==> src/rtl/rbb_pkg.sv <==
// ----------------------------------------------------------------------------
// rbb_pkg
// Shared types, codes and store size of the ring byte buffer: commands, status
// codes and the job record passed from the front end to the back end.
// ----------------------------------------------------------------------------
package rbb_pkg;

  localparam int DEPTH = 256;

  typedef enum logic [1:0] {
    CMD_WRITE = 2'd0,
    CMD_READ  = 2'd1,
    CMD_CLEAR = 2'd2,
    CMD_EXIT  = 2'd3
  } cmd_t;

  typedef logic [2:0] status_t;

  localparam status_t ST_OK       = 3'd0;
  localparam status_t ST_BAD_LEN  = 3'd1;
  localparam status_t ST_EXITING  = 3'd2;
  localparam status_t ST_TOO_LONG = 3'd3;
  localparam status_t ST_BLOCK    = 3'd4;

  localparam int QDEPTH = 4;

  typedef struct packed {
    logic       is_read;
    status_t    status;
    logic [7:0] len;
    logic [7:0] start;
    logic [8:0] fill;
  } job_t;

endpackage

==> src/rtl/rbb_ram.sv <==
// ----------------------------------------------------------------------------
// rbb_ram
// Generic single-write, single-read memory with registered read data.
// ----------------------------------------------------------------------------
module rbb_ram #(
  parameter int WIDTH = 8,
  parameter int DEPTH = 256
) (
  input  logic                     clk,
  input  logic                     wr_en,
  input  logic [$clog2(DEPTH)-1:0] wr_addr,
  input  logic [WIDTH-1:0]         wr_data,
  input  logic                     rd_en,
  input  logic [$clog2(DEPTH)-1:0] rd_addr,
  output logic [WIDTH-1:0]         rd_data
);

  logic [WIDTH-1:0] mem_r [DEPTH];

  always_ff @(posedge clk) begin
    if (wr_en) begin
      mem_r[wr_addr] <= wr_data;
    end
  end

  always_ff @(posedge clk) begin
    if (rd_en) begin
      rd_data <= mem_r[rd_addr];
    end
  end

endmodule

==> src/rtl/rbb_queue.sv <==
// ----------------------------------------------------------------------------
// rbb_queue
// Short job queue between the front end and the back end.
// ----------------------------------------------------------------------------
module rbb_queue (
  input  logic          clk,
  input  logic          rst_n,
  input  logic          push,
  input  rbb_pkg::job_t push_job,
  output logic          full,
  input  logic          pop,
  output logic          head_valid,
  output rbb_pkg::job_t head_job
);
  import rbb_pkg::*;

  localparam int QAW = $clog2(QDEPTH);

  job_t           mem_r [QDEPTH];
  logic [QAW-1:0] wptr_r, wptr_nxt;
  logic [QAW-1:0] rptr_r, rptr_nxt;
  logic [QAW:0]   cnt_r, cnt_nxt;

  assign full       = (cnt_r == (QAW+1)'(QDEPTH));
  assign head_valid = (cnt_r != '0);
  assign head_job   = mem_r[rptr_r];

  always_comb begin
    wptr_nxt = push ? wptr_r + 1'b1 : wptr_r;
    rptr_nxt = pop ? rptr_r + 1'b1 : rptr_r;
    cnt_nxt  = cnt_r;
    if (push && !pop) begin
      cnt_nxt = cnt_r + 1'b1;
    end else if (pop && !push) begin
      cnt_nxt = cnt_r - 1'b1;
    end
  end

  always_ff @(posedge clk) begin
    if (!rst_n) begin
      wptr_r <= '0;
      rptr_r <= '0;
      cnt_r  <= '0;
    end else begin
      wptr_r <= wptr_nxt;
      rptr_r <= rptr_nxt;
      cnt_r  <= cnt_nxt;
    end
  end

  always_ff @(posedge clk) begin
    if (push) begin
      mem_r[wptr_r] <= push_job;
    end
  end

endmodule

==> src/rtl/rbb_front.sv <==
// ----------------------------------------------------------------------------
// rbb_front
// Front end: accepts commands, checks them, stores write chunk bytes, keeps
// the indices and fill count, and queues one job per result-bearing command.
// ----------------------------------------------------------------------------
module rbb_front #(
  parameter int MAX_CHUNK = 64
) (
  input  logic                              clk,
  input  logic                              rst_n,
  input  logic                              in_valid,
  output logic                              in_stall,
  input  logic [1:0]                        in_cmd,
  input  logic [7:0]                        in_chunk_length,
  input  logic [7:0]                        in_data_byte,
  input  logic                              in_last,
  input  logic                              cfg_valid,
  output logic                              cfg_ready,
  input  logic [8:0]                        cfg_data,
  output logic [8:0]                        eff_len,
  output logic                              ram_wr_en,
  output logic [$clog2(rbb_pkg::DEPTH)-1:0] ram_wr_addr,
  output logic [7:0]                        ram_wr_data,
  output logic                              q_push,
  output rbb_pkg::job_t                     q_job,
  input  logic                              q_full,
  input  logic                              rd_done
);
  import rbb_pkg::*;

  localparam int         AW        = $clog2(DEPTH);
  localparam logic [8:0] LEN_RESET = (DEPTH < 256) ? 9'(DEPTH) : 9'd256;
  localparam logic [8:0] MAXC      = 9'(MAX_CHUNK);
  localparam int         OW        = $clog2(QDEPTH + 2);

  logic [8:0]    len_r, len_nxt;
  logic [7:0]    ri_r, ri_nxt;
  logic [7:0]    wi_r, wi_nxt;
  logic [7:0]    tw_r, tw_nxt;
  logic [8:0]    count_r, count_nxt;
  logic [7:0]    run_cnt_r, run_cnt_nxt;
  logic          run_act_r, run_act_nxt;
  logic          run_ok_r, run_ok_nxt;
  logic          exit_r, exit_nxt;
  logic [OW-1:0] rd_out_r, rd_out_nxt;

  logic          accept;
  cmd_t          cmd;
  logic [8:0]    clen;
  logic [8:0]    room;
  logic [8:0]    chk_room;
  status_t       chk;
  status_t       wst;
  logic [7:0]    ti;
  logic [7:0]    ti_next;
  logic [8:0]    ti_inc;
  logic [7:0]    cnt;
  logic [7:0]    cnt_n;
  logic          ok;
  logic          store_ok;
  logic [8:0]    ri_sum;
  logic          cfg_take;
  logic [8:0]    cfg_clamped;

  assign cmd       = cmd_t'(in_cmd);
  assign accept    = in_valid && !in_stall;
  assign in_stall  = q_full || ((cmd == CMD_WRITE) && (rd_out_r != '0));
  assign cfg_ready = 1'b1;
  assign cfg_take  = cfg_valid && (cfg_data != 9'd0);
  assign cfg_clamped = (32'(cfg_data) > 32'(DEPTH)) ? 9'(DEPTH) : cfg_data;
  assign eff_len   = len_r;

  assign clen     = {1'b0, in_chunk_length};
  assign room     = len_r - count_r;
  assign chk_room = (cmd == CMD_WRITE) ? room : count_r;

  always_comb begin
    if (clen == 9'd0) begin
      chk = ST_BAD_LEN;
    end else if (exit_r) begin
      chk = ST_EXITING;
    end else if ((clen > len_r) || (clen > MAXC)) begin
      chk = ST_TOO_LONG;
    end else if (clen > chk_room) begin
      chk = ST_BLOCK;
    end else begin
      chk = ST_OK;
    end
  end

  assign ti       = run_act_r ? tw_r : wi_r;
  assign cnt      = run_act_r ? run_cnt_r : 8'd0;
  assign ok       = run_act_r ? run_ok_r : 1'b1;
  assign store_ok = ok && (chk == ST_OK) && (cnt < in_chunk_length);
  assign ti_inc   = {1'b0, ti} + 9'd1;
  assign ti_next  = (ti_inc >= len_r) ? 8'd0 : ti_inc[7:0];
  assign cnt_n    = (cnt != 8'd255) ? cnt + 8'd1 : cnt;
  assign ri_sum   = {1'b0, ri_r} + clen;

  always_comb begin
    wst = chk;
    if ((chk == ST_OK) && ((cnt_n != in_chunk_length) || !store_ok)) begin
      wst = ST_BAD_LEN;
    end
  end

  assign ram_wr_en   = accept && (cmd == CMD_WRITE) && store_ok;
  assign ram_wr_addr = AW'(ti);
  assign ram_wr_data = in_data_byte;

  always_comb begin
    len_nxt     = len_r;
    ri_nxt      = ri_r;
    wi_nxt      = wi_r;
    tw_nxt      = tw_r;
    count_nxt   = count_r;
    run_cnt_nxt = run_cnt_r;
    run_act_nxt = run_act_r;
    run_ok_nxt  = run_ok_r;
    exit_nxt    = exit_r;
    q_push      = 1'b0;
    q_job       = '0;

    if (cfg_take) begin
      len_nxt     = cfg_clamped;
      ri_nxt      = '0;
      wi_nxt      = '0;
      tw_nxt      = '0;
      count_nxt   = '0;
      run_cnt_nxt = '0;
      run_act_nxt = 1'b0;
      run_ok_nxt  = 1'b0;
    end else if (accept) begin
      run_act_nxt = 1'b0;
      run_ok_nxt  = 1'b0;
      run_cnt_nxt = '0;
      unique case (cmd)
        CMD_WRITE: begin
          if (!in_last) begin
            run_act_nxt = 1'b1;
            run_ok_nxt  = store_ok;
            run_cnt_nxt = cnt_n;
            tw_nxt      = store_ok ? ti_next : ti;
          end else begin
            q_push       = 1'b1;
            q_job.status = wst;
            q_job.fill   = count_r;
            if (wst == ST_OK) begin
              wi_nxt     = ti_next;
              count_nxt  = count_r + clen;
              q_job.fill = count_r + clen;
            end
          end
        end
        CMD_READ: begin
          q_push       = 1'b1;
          q_job.status = chk;
          q_job.fill   = count_r;
          if (chk == ST_OK) begin
            q_job.is_read = 1'b1;
            q_job.len     = in_chunk_length;
            q_job.start   = ri_r;
            q_job.fill    = count_r - clen;
            count_nxt     = count_r - clen;
            ri_nxt        = (ri_sum >= len_r) ? 8'(ri_sum - len_r) : ri_sum[7:0];
          end
        end
        CMD_CLEAR: begin
          ri_nxt       = '0;
          wi_nxt       = '0;
          tw_nxt       = '0;
          count_nxt    = '0;
          q_push       = 1'b1;
          q_job.status = ST_OK;
          q_job.fill   = '0;
        end
        CMD_EXIT: begin
          exit_nxt     = 1'b1;
          q_push       = 1'b1;
          q_job.status = ST_OK;
          q_job.fill   = count_r;
        end
        default: begin
          q_push = 1'b0;
        end
      endcase
    end
  end

  always_comb begin
    rd_out_nxt = rd_out_r;
    if (q_push && q_job.is_read && !rd_done) begin
      rd_out_nxt = rd_out_r + 1'b1;
    end else if (rd_done && !(q_push && q_job.is_read)) begin
      rd_out_nxt = rd_out_r - 1'b1;
    end
  end

  always_ff @(posedge clk) begin
    if (!rst_n) begin
      len_r     <= LEN_RESET;
      ri_r      <= '0;
      wi_r      <= '0;
      tw_r      <= '0;
      count_r   <= '0;
      run_cnt_r <= '0;
      run_act_r <= 1'b0;
      run_ok_r  <= 1'b0;
      exit_r    <= 1'b0;
      rd_out_r  <= '0;
    end else begin
      len_r     <= len_nxt;
      ri_r      <= ri_nxt;
      wi_r      <= wi_nxt;
      tw_r      <= tw_nxt;
      count_r   <= count_nxt;
      run_cnt_r <= run_cnt_nxt;
      run_act_r <= run_act_nxt;
      run_ok_r  <= run_ok_nxt;
      exit_r    <= exit_nxt;
      rd_out_r  <= rd_out_nxt;
    end
  end

endmodule

==> src/rtl/rbb_back.sv <==
// ----------------------------------------------------------------------------
// rbb_back
// Back end: takes jobs from the queue, streams read chunks out of the store
// one byte per cycle while not stalled, and holds each result in the output register.
// ----------------------------------------------------------------------------
module rbb_back (
  input  logic                              clk,
  input  logic                              rst_n,
  input  logic [8:0]                        eff_len,
  input  logic                              q_valid,
  input  rbb_pkg::job_t                     q_job,
  output logic                              q_pop,
  output logic                              ram_rd_en,
  output logic [$clog2(rbb_pkg::DEPTH)-1:0] ram_rd_addr,
  input  logic [7:0]                        ram_rd_data,
  output logic                              rd_done,
  output logic                              out_valid,
  input  logic                              out_stall,
  output logic                              out_is_data,
  output logic [7:0]                        out_data_byte_res,
  output logic [2:0]                        out_status,
  output logic                              out_last_res,
  output logic [8:0]                        out_fill_level
);
  import rbb_pkg::*;

  localparam int AW = $clog2(DEPTH);

  logic       busy_r, busy_nxt;
  logic       pend_r, pend_nxt;
  logic       pend_last_r, pend_last_nxt;
  logic       oval_r, oval_nxt;
  logic [7:0] addr_r, addr_nxt;
  logic [7:0] rem_r, rem_nxt;
  logic [8:0] fill_r, fill_nxt;

  logic       is_data_r;
  logic [7:0] byte_r;
  status_t    status_r;
  logic       last_r;
  logic [8:0] olevel_r;

  logic       out_free;
  logic       load_data;
  logic       issue;
  logic       load_status;
  logic [8:0] addr_inc;

  assign out_free    = !oval_r || !out_stall;
  assign load_data   = pend_r && out_free;
  assign issue       = busy_r && (!pend_r || load_data);
  assign q_pop       = !busy_r && !pend_r && q_valid && (q_job.is_read || out_free);
  assign load_status = q_pop && !q_job.is_read;
  assign addr_inc    = {1'b0, addr_r} + 9'd1;

  assign ram_rd_en   = issue;
  assign ram_rd_addr = AW'(addr_r);
  assign rd_done     = issue && (rem_r == 8'd1);

  always_comb begin
    busy_nxt      = busy_r;
    addr_nxt      = addr_r;
    rem_nxt       = rem_r;
    fill_nxt      = fill_r;
    pend_nxt      = pend_r;
    pend_last_nxt = pend_last_r;
    if (issue) begin
      pend_nxt      = 1'b1;
      pend_last_nxt = (rem_r == 8'd1);
      rem_nxt       = rem_r - 8'd1;
      addr_nxt      = (addr_inc >= eff_len) ? 8'd0 : addr_inc[7:0];
      busy_nxt      = (rem_r != 8'd1);
    end else if (load_data) begin
      pend_nxt = 1'b0;
    end
    if (q_pop && q_job.is_read) begin
      busy_nxt = 1'b1;
      addr_nxt = q_job.start;
      rem_nxt  = q_job.len;
      fill_nxt = q_job.fill;
    end
  end

  always_comb begin
    oval_nxt = oval_r;
    if (load_data || load_status) begin
      oval_nxt = 1'b1;
    end else if (!out_stall) begin
      oval_nxt = 1'b0;
    end
  end

  always_ff @(posedge clk) begin
    if (!rst_n) begin
      busy_r      <= 1'b0;
      pend_r      <= 1'b0;
      pend_last_r <= 1'b0;
      oval_r      <= 1'b0;
      rem_r       <= '0;
    end else begin
      busy_r      <= busy_nxt;
      pend_r      <= pend_nxt;
      pend_last_r <= pend_last_nxt;
      oval_r      <= oval_nxt;
      rem_r       <= rem_nxt;
    end
  end

  always_ff @(posedge clk) begin
    addr_r <= addr_nxt;
    fill_r <= fill_nxt;
    if (load_data) begin
      is_data_r <= 1'b1;
      byte_r    <= ram_rd_data;
      status_r  <= ST_OK;
      last_r    <= pend_last_r;
      olevel_r  <= fill_r;
    end else if (load_status) begin
      is_data_r <= 1'b0;
      byte_r    <= '0;
      status_r  <= q_job.status;
      last_r    <= 1'b1;
      olevel_r  <= q_job.fill;
    end
  end

  assign out_valid         = oval_r;
  assign out_is_data       = is_data_r;
  assign out_data_byte_res = byte_r;
  assign out_status        = status_r;
  assign out_last_res      = last_r;
  assign out_fill_level    = olevel_r;

endmodule

==> src/rtl/ring_byte_buffer_unit.sv <==
// Path: status results pass the job queue and output register; read bytes
//   pass the queue, store and output register, one per cycle unless stalled.
// Throughput: one item per cycle unless the queue is full; a write item waits
//   while read bytes are queued or streaming, since their slots count as free.
// Reset: synchronous, active low; clears indices, fill count, run and exit
//   state at once. Store contents are not cleared and need no sweep.
// ----------------------------------------------------------------------------
// ring_byte_buffer_unit
// Circular byte buffer with all-or-nothing chunk writes and reads, a front
// end that checks and stores, a job queue, and a back end that streams out.
// ----------------------------------------------------------------------------
module ring_byte_buffer_unit #(
  parameter int MAX_CHUNK = 64
) (
  input  logic       clk,
  input  logic       rst_n,
  input  logic       in_valid,
  output logic       in_stall,
  input  logic [1:0] in_cmd,
  input  logic [7:0] in_chunk_length,
  input  logic [7:0] in_data_byte,
  input  logic       in_last,
  output logic       out_valid,
  input  logic       out_stall,
  output logic       out_is_data,
  output logic [7:0] out_data_byte_res,
  output logic [2:0] out_status,
  output logic       out_last_res,
  output logic [8:0] out_fill_level,
  input  logic       cfg_valid,
  output logic       cfg_ready,
  input  logic [8:0] cfg_data
);
  import rbb_pkg::*;

  localparam int AW = $clog2(DEPTH);

  logic [8:0]    eff_len;
  logic          ram_wr_en;
  logic [AW-1:0] ram_wr_addr;
  logic [7:0]    ram_wr_data;
  logic          ram_rd_en;
  logic [AW-1:0] ram_rd_addr;
  logic [7:0]    ram_rd_data;
  logic          q_push;
  job_t          q_push_job;
  logic          q_full;
  logic          q_pop;
  logic          q_valid;
  job_t          q_head;
  logic          rd_done;

  rbb_front #(
    .MAX_CHUNK (MAX_CHUNK)
  ) u_front (
    .clk             (clk),
    .rst_n           (rst_n),
    .in_valid        (in_valid),
    .in_stall        (in_stall),
    .in_cmd          (in_cmd),
    .in_chunk_length (in_chunk_length),
    .in_data_byte    (in_data_byte),
    .in_last         (in_last),
    .cfg_valid       (cfg_valid),
    .cfg_ready       (cfg_ready),
    .cfg_data        (cfg_data),
    .eff_len         (eff_len),
    .ram_wr_en       (ram_wr_en),
    .ram_wr_addr     (ram_wr_addr),
    .ram_wr_data     (ram_wr_data),
    .q_push          (q_push),
    .q_job           (q_push_job),
    .q_full          (q_full),
    .rd_done         (rd_done)
  );

  rbb_queue u_queue (
    .clk        (clk),
    .rst_n      (rst_n),
    .push       (q_push),
    .push_job   (q_push_job),
    .full       (q_full),
    .pop        (q_pop),
    .head_valid (q_valid),
    .head_job   (q_head)
  );

  rbb_ram #(
    .WIDTH (8),
    .DEPTH (DEPTH)
  ) u_store (
    .clk     (clk),
    .wr_en   (ram_wr_en),
    .wr_addr (ram_wr_addr),
    .wr_data (ram_wr_data),
    .rd_en   (ram_rd_en),
    .rd_addr (ram_rd_addr),
    .rd_data (ram_rd_data)
  );

  rbb_back u_back (
    .clk               (clk),
    .rst_n             (rst_n),
    .eff_len           (eff_len),
    .q_valid           (q_valid),
    .q_job             (q_head),
    .q_pop             (q_pop),
    .ram_rd_en         (ram_rd_en),
    .ram_rd_addr       (ram_rd_addr),
    .ram_rd_data       (ram_rd_data),
    .rd_done           (rd_done),
    .out_valid         (out_valid),
    .out_stall         (out_stall),
    .out_is_data       (out_is_data),
    .out_data_byte_res (out_data_byte_res),
    .out_status        (out_status),
    .out_last_res      (out_last_res),
    .out_fill_level    (out_fill_level)
  );

endmodule

==> config.mk <==
export PLATFORM = sky130hd
export DESIGN_NAME = ring_byte_buffer_unit
export DESIGN_NICKNAME = d
export VERILOG_FILES = /design/src/rtl/rbb_pkg.sv /design/src/rtl/rbb_ram.sv /design/src/rtl/rbb_queue.sv /design/src/rtl/rbb_front.sv /design/src/rtl/rbb_back.sv /design/src/rtl/ring_byte_buffer_unit.sv
export SDC_FILE = /design/constraint.sdc
export NUM_CORES = 2
export LEC_CHECK = 0
export BUFFER_PORTS_ARGS = -buffer_cell sky130_fd_sc_hd__buf_2
export CORE_ASPECT_RATIO = 0.7
export CORE_MARGIN = 2
export CORE_UTILIZATION = 59
export DETAILED_ROUTE_END_ITERATION = 8
export PLACE_DENSITY = 0.82
export SYNTH_ARGS = -nofsm -noshare
export SYNTH_HDL_FRONTEND = slang
export SYNTH_HIERARCHICAL = 1
export SYNTH_SLANG_ARGS = --single-unit
==> constraint.sdc <==
create_clock -name clk -period 7.45 [get_ports clk]
set_clock_uncertainty 0.2 [all_clocks]
set_input_delay 0.3725 -clock clk [delete_from_list [all_inputs] [get_ports clk]]
set_output_delay 0.3725 -clock clk [all_outputs]
set_load 0.02 [all_outputs]
== Word-level counts from Yosys, hierarchy flattened ==
Memory sizes are Yosys's and may differ from the RTL's. A register that Yosys moved wholly into a read port is not among the register bits.
Index checks and enable logic that the tools add are counted.

* Flip-flop bits (word level): 114
* Input bits: 33
* Logic and storage cells: 199
* Bits in writable memories: 2164
* Output and inout bits: 25
* Memories: 2

* Eq/ne operators: 13
* Add/subtract/negate cells: 15
* Order comparisons: 8
* Muxes and demuxes: 72
* Bitwise logic cells: 2
* Reduce and logical (&&, ||, !) cells: 62

{| class="wikitable"
|+ Memory list
! name !! words !! width !! rd ports !! clocked after memory_dff !! write ports !! line !! text
|-
| u_store.mem_r || 256 || 8 || 1 || 1 || 1 || rbb_ram.sv:18 || <nowiki>logic [WIDTH-1:0] mem_r [DEPTH];</nowiki>
|-
| u_queue.mem_r || 4 || 29 || 1 || 1 || 1 || rbb_queue.sv:19 || <nowiki>job_t mem_r [QDEPTH];</nowiki>
|}

{| class="wikitable"
|+ Operators with widths
! cell !! count
|-
| 2-to-1 mux 8 bit || 19
|-
| 2-to-1 mux 9 bit || 8
|-
| 2-to-1 mux 29 bit || 2
|-
| one-hot mux 8 bit (2 select lines) || 3
|-
| one-hot mux 9 bit (4 select lines) || 1
|-
| 2-to-1 mux 3 bit || 10
|-
| greater-or-equal comparator 9 bit || 3
|-
| one-hot mux 9 bit (3 select lines) || 1
|-
| 2-to-1 mux 25 bit || 1
|-
| 2-to-1 mux 1 bit || 22
|-
| logical AND 1 bit || 21
|-
| adder 8 x 1 -> 9 bit, second input constant || 2
|-
| > comparator 8 x 9 -> 1 bit || 2
|-
| 2-to-1 mux 16 bit || 1
|-
| nonzero test 2 bit || 7
|-
| zero test 1 bit || 11
|-
| adder 8 x 8 -> 9 bit || 1
|-
| adder 9 x 8 -> 9 bit || 1
|-
| > comparator 9 bit, second input constant || 1
|-
| zero test 9 bit || 1
|-
| one-hot mux 3 bit (3 select lines) || 1
|-
| AND reduction 3 bit || 3
|-
| nonzero test 3 bit || 3
|-
| nonzero test 9 bit || 1
|-
| 28 further kinds || 46
|}

== Longest topological paths before layout ==
* Word-level depth: 25
* Gate-level depth with buffers: 25

== Hierarchy ==
Netlist, hierarchy kept.

{| class="wikitable"
|+ Modules (own cells, without submodules)
! module !! cells an instance !! seq. area each (um^2) !! area an instance (um^2) !! times used
|-
| rbb_ram || 3733 || 61739.2 || 79636.4 || 1
|-
| rbb_front || 821 || 1121.1 || 6480.0 || 1
|-
| rbb_queue || 194 || 3663.5 || 4639.4 || 1
|-
| rbb_back || 219 || 1371.3 || 2446.1 || 1
|}

== Worst setup path after synthesis ==
OpenSTA, ideal clock, no wires.

* Kind: register -> register
* Start: register u_front.count_r[1]
* End: memory u_store.mem_r[936][0], in the netlist u_store/mem_r[234][0] (enable)
* Cell stages (with the launch flop): 24
* Data arrival time: 4694 ps
* Path slack: 2185 ps
* Path buffers: 4
* Setup time: 370 ps
* Cell sequence: dfxtp_1 inv_1 ha_1 nor2b_1 o21ai_0 a21boi_0 o21ai_0 a21boi_0 o21ai_0 and4_1 a211oi_1 ha_1 nand4_1 or2_2 o221ai_1 or4_4 nand4_4 buf_4 nor3_1 clkbuf_1 buf_1 nand3_1 clkbuf_1 nor2_1

* Cells in the longest elaborated chain, start to end: 13

{| class="wikitable"
|+ RTL lines
! element !! line !! text
|-
| from (decl) || rbb_front.sv:40 || <nowiki>logic [8:0] count_r, count_nxt;</nowiki>
|-
| from (signal assigned) || rbb_front.sv:216 || <nowiki>count_r <= count_nxt;</nowiki>
|-
| subtractor 9 bit || rbb_front.sv:74 || <nowiki>assign room = len_r - count_r;</nowiki>
|-
| 2-to-1 mux 9 bit (*) || rbb_front.sv:75 || <nowiki>assign chk_room = (cmd == CMD_WRITE) ? room : count_r;</nowiki>
|-
| > comparator 8 x 9 -> 1 bit (*) || rbb_front.sv:84 || <nowiki>end else if (clen > chk_room) begin</nowiki>
|-
| 2-to-1 mux 3 bit (*) || rbb_front.sv:84 ||
|-
| 2-to-1 mux 3 bit (*) || rbb_front.sv:82 || <nowiki>end else if ((clen > len_r) || (clen > MAXC)) begin</nowiki>
|-
| 2-to-1 mux 3 bit (*) || rbb_front.sv:80 || <nowiki>end else if (exit_r) begin</nowiki>
|-
| 2-to-1 mux 3 bit (*) || rbb_front.sv:78 || <nowiki>if (clen == 9'd0) begin</nowiki>
|-
| zero test 3 bit (*) || rbb_front.sv:94 || <nowiki>assign store_ok = ok && (chk == ST_OK) && (cnt < in_chunk_length);</nowiki>
|-
| logical AND 1 bit (*) (2 in a row) || rbb_front.sv:94 ||
|-
| logical AND 1 bit (*) || rbb_front.sv:107 || <nowiki>assign ram_wr_en = accept && (cmd == CMD_WRITE) && store_ok;</nowiki>
|-
| named net ram_wr_en || ring_byte_buffer_unit.sv:39 || <nowiki>logic ram_wr_en;</nowiki>
|-
| 2-to-1 mux 1 bit (*) || rbb_ram.sv:21 || <nowiki>if (wr_en) begin</nowiki>
|-
| 2-to-1 mux 1 bit (implied by the code) (*) || rbb_ram.sv:22 || <nowiki>mem_r[wr_addr] <= wr_data;</nowiki>
|-
| to (decl) || rbb_ram.sv:18 ||
|}

The timed path passes the listed nets; every way through them passes the cells marked *.

== Worst setup path in the final report ==
* Start: register u_front.count_r[1]
* End: memory u_store.mem_r[884][5], in the netlist u_store/mem_r[221][5] (enable)

Same word-level chain as after synthesis.

==> flow_summary.ini <==
[run_status]
status = finished, final reports clean

[global_route]
antenna_found_initial = 11
met3_usage = 0.1266
met1_usage = 0.4489
busiest_layer = met1
grt_max_degree = 177
grt_pass1_vias = 50690
grt_pass1_wl_um = 361600
grt_usage = 0.3114
overflow = 0
gr-usage-met2 = 0.4401

[pwr]
ir_drop_mv = 0.2853
p_leak_nw = 32.45
power_density_nw_per_um2 = 342.6

[clock_tree]
clock_sinks = 2288
cts_tree = done
cts_buffer_depth = 3
htreeDepth = 4
clkLatencyLatePin_ns = 0.84
post_cts_buffers = 0
clk_pin_slew_worst_paths_ns = 0.07
cts_root_buffer = clkbuf_16
cts-buffers-inserted = 193
ctsResizeCount = 0
postCtsHoldBufs = 26

[place]
hpwl_um = 149400
portBuffers = 56
post-place-ws_ns = 0.8947
gp_congestion = 0.9374
placed_cells = 6971

[yosys]
synth.yosys.seq_area_share = 0.7285
synth-seq-cells = 2288
synth_async_sr_flop_share = 0
syn_avg_cell_area_um2 = 18.76
syn-num-nets = 5105
ys_types = 101
yosysWarnings = 6
synth_area_leaders = edfxtp_1, mux4_2, mux2i_1
ys_dominant_reg_cell = edfxtp_1
syn_inst = 4967
yosysTopAreaCell = edfxtp_1
synth_edf_count = 2207
yosys.area.top_type_share = 0.7111
syn_area_um2 = 93200

[critical_path]
crit_start = u_front/count_r[1]$_SDFFE_PP0P_
cp_max_fo = 19
cp_common_cell = o21ai_0
crit_chain = inv_1, ha_1, nor2b_1, o21ai_0, a21boi_0, o21ai_0, a21boi_0, o21ai_0, and4_1, a211oi_1, ha_1, nand4_1, or2_2, o221ai_1, or4_4, nand4_4, nor3_2, buf_4, nand4_1, buf_4, nor2_1
cpPeakStageDelay_ns = 0.75
end_kind = flop
cpMaxStageDelayCell = nand4_1
critPathKind = flop to flop
r2r-start = u_front/count_r[1]$_SDFFE_PP0P_
critPathArrivalTime_ns = 7.10
startpoint_type = flop
cp_data_required_time_ns = 7.71

[floorplanning]
die_x_um = 479.0
rows = 121
die_y_um = 336.5
ios = 58
die-area_um2 = 161200
initial_core_util = 0.5965
core_um2 = 156200

[sta]
period_share = 0.9183
finalSetupViolCount = 0
relSlewSlack = 0.08309
fin_ws_ns = 0.6090
period_needed_ns = 6.841
rsz0062_at_grt = no
holdWs_ns = 0.02948
slew_violations = 0
fmax_mhz = 146.2
hold_violations = 0
finalSetupTns_ns = 0
tightestPinTransition_ns = 1.372

[routing]
drcViolationCount = 0
avgRoutedWirePerCell_um = 34.08
vias = 52650
routed_wl_um = 250700
dr.pass1.iters = 9
ant_nets = 0
viasPerCell = 7.156
drt_iter0_drc = 9637

[finish]
drive_gt1_frac = 0.1969
final_core_utilization = 0.6554
layout_common_cells = edfxtp_1, mux4_2, nor2_1
final_nets = 5239
fin_cells = 7357
mostFrequentLayoutCell = edfxtp_1
areaGrowthSynthToFinish_pct = 9.868

[min_path]
holdCritStartpoint = in_data_byte[1]
hp-class = primary input to flop

[run]
max_cap_violations = 0
[cell families after synthesis]
logic type                 synth area share
AOI/OAI and AO/OA                   0.04856
DFF                                  0.7285
buffers and inverters               0.02273
and+or+nand+nor                     0.04328
other                            0.00008058
xor gates and xnor gates           0.004886
muxes                                0.1373
adders and majority gates           0.01466
[per-stage QoR]
stage / cell area [µm²] / power, mW
finish: 102400 / 35.08
global route: 102400 / 35.86
CTS: 102400 / 34.77
detailed placement: 95680 / 24.37
global placement: 95680 / 24.15
floorplan: 93200 / 21.46
[power breakdown]
part	leakage (nW)	internal (mW)	switching [mW]
registers	20.6	14.4	0.221
clock network	3.11	5.64	4.73
logic	8.70	3.85	6.27
total	32.5	23.9	11.2
[sequential cells by signal, summed over array words and instances (netlist names), 9 cells and up, named ones only]
register	count
u_front/eff_len	9
u_back/fill_r	9
u_front/count_r	9
u_back/out_fill_level	9
u_store/mem_r	2048
u_queue/mem_r	116
[synth_stat cells (22+ instances only)]
| master | count |
|---|---|
| mux2i_1 | 165 |
| a211oi_1 | 26 |
| nor4_1 | 40 |
| buf_1 | 23 |
| buf_6 | 26 |
| a21oi_1 | 156 |
| inv_1 | 91 |
| buf_4 | 41 |
| xnor2_1 | 30 |
| nor3_1 | 51 |
| nand3_1 | 63 |
| ha_1 | 98 |
| nand2_1 | 111 |
| a22oi_1 | 153 |
| mux4_2 | 482 |
| and2_1 | 37 |
| edfxtp_1 | 2207 |
| clkbuf_1 | 131 |
| o221ai_1 | 49 |
| nor2b_1 | 51 |
| xor2_1 | 22 |
| o22ai_1 | 37 |
| buf_2 | 43 |
| o21ai_0 | 53 |
| dfxtp_1 | 81 |
| nor2_1 | 340 |
[metal layers]
metal	wire [µm]	part of all wire	vias up
li1	-	-	20550
met1	91550	0.37	26580
met2	108100	0.43	4886
met3	42630	0.17	625
met4	8340	0.033	12
met5	90	0.00036	-
[final timing paths]
kind | endpoint | slack (ns) | cells after the start
max | u_store/mem_r[221][5]$_DFFE_PP_ | 0.61 | 21
min | u_store/mem_r[154][1]$_DFFE_PP_ | 0.03 | 1
max reg2reg | u_store/mem_r[221][5]$_DFFE_PP_ | 0.61 | 21
min reg2reg | u_front/tw_r[0]$_SDFFE_PP0P_ | 0.25 | 2
[cell type report]
type | instances | area (µm²)
inverter | 93 | 349.1
antenna | 4 | 10.01
sequential | 2288 | 67900
fill | 9664 | 53840
timing repair buffer | 225 | 1847
tap | 2091 | 2616
clock inverter | 118 | 1285
multi-input combinational | 2300 | 23230
clock buffer | 238 | 5166
[worst max-delay path, delay by kind of cell (launching register included)]
family          cells  cell delay, ns
compound gates      7            1.29
fa+ha+maj           2            0.61
buf+inv             3            0.94
flops               1            0.60
simple gates        9            2.77
Note: power is estimated with default switching activity, not from simulation.
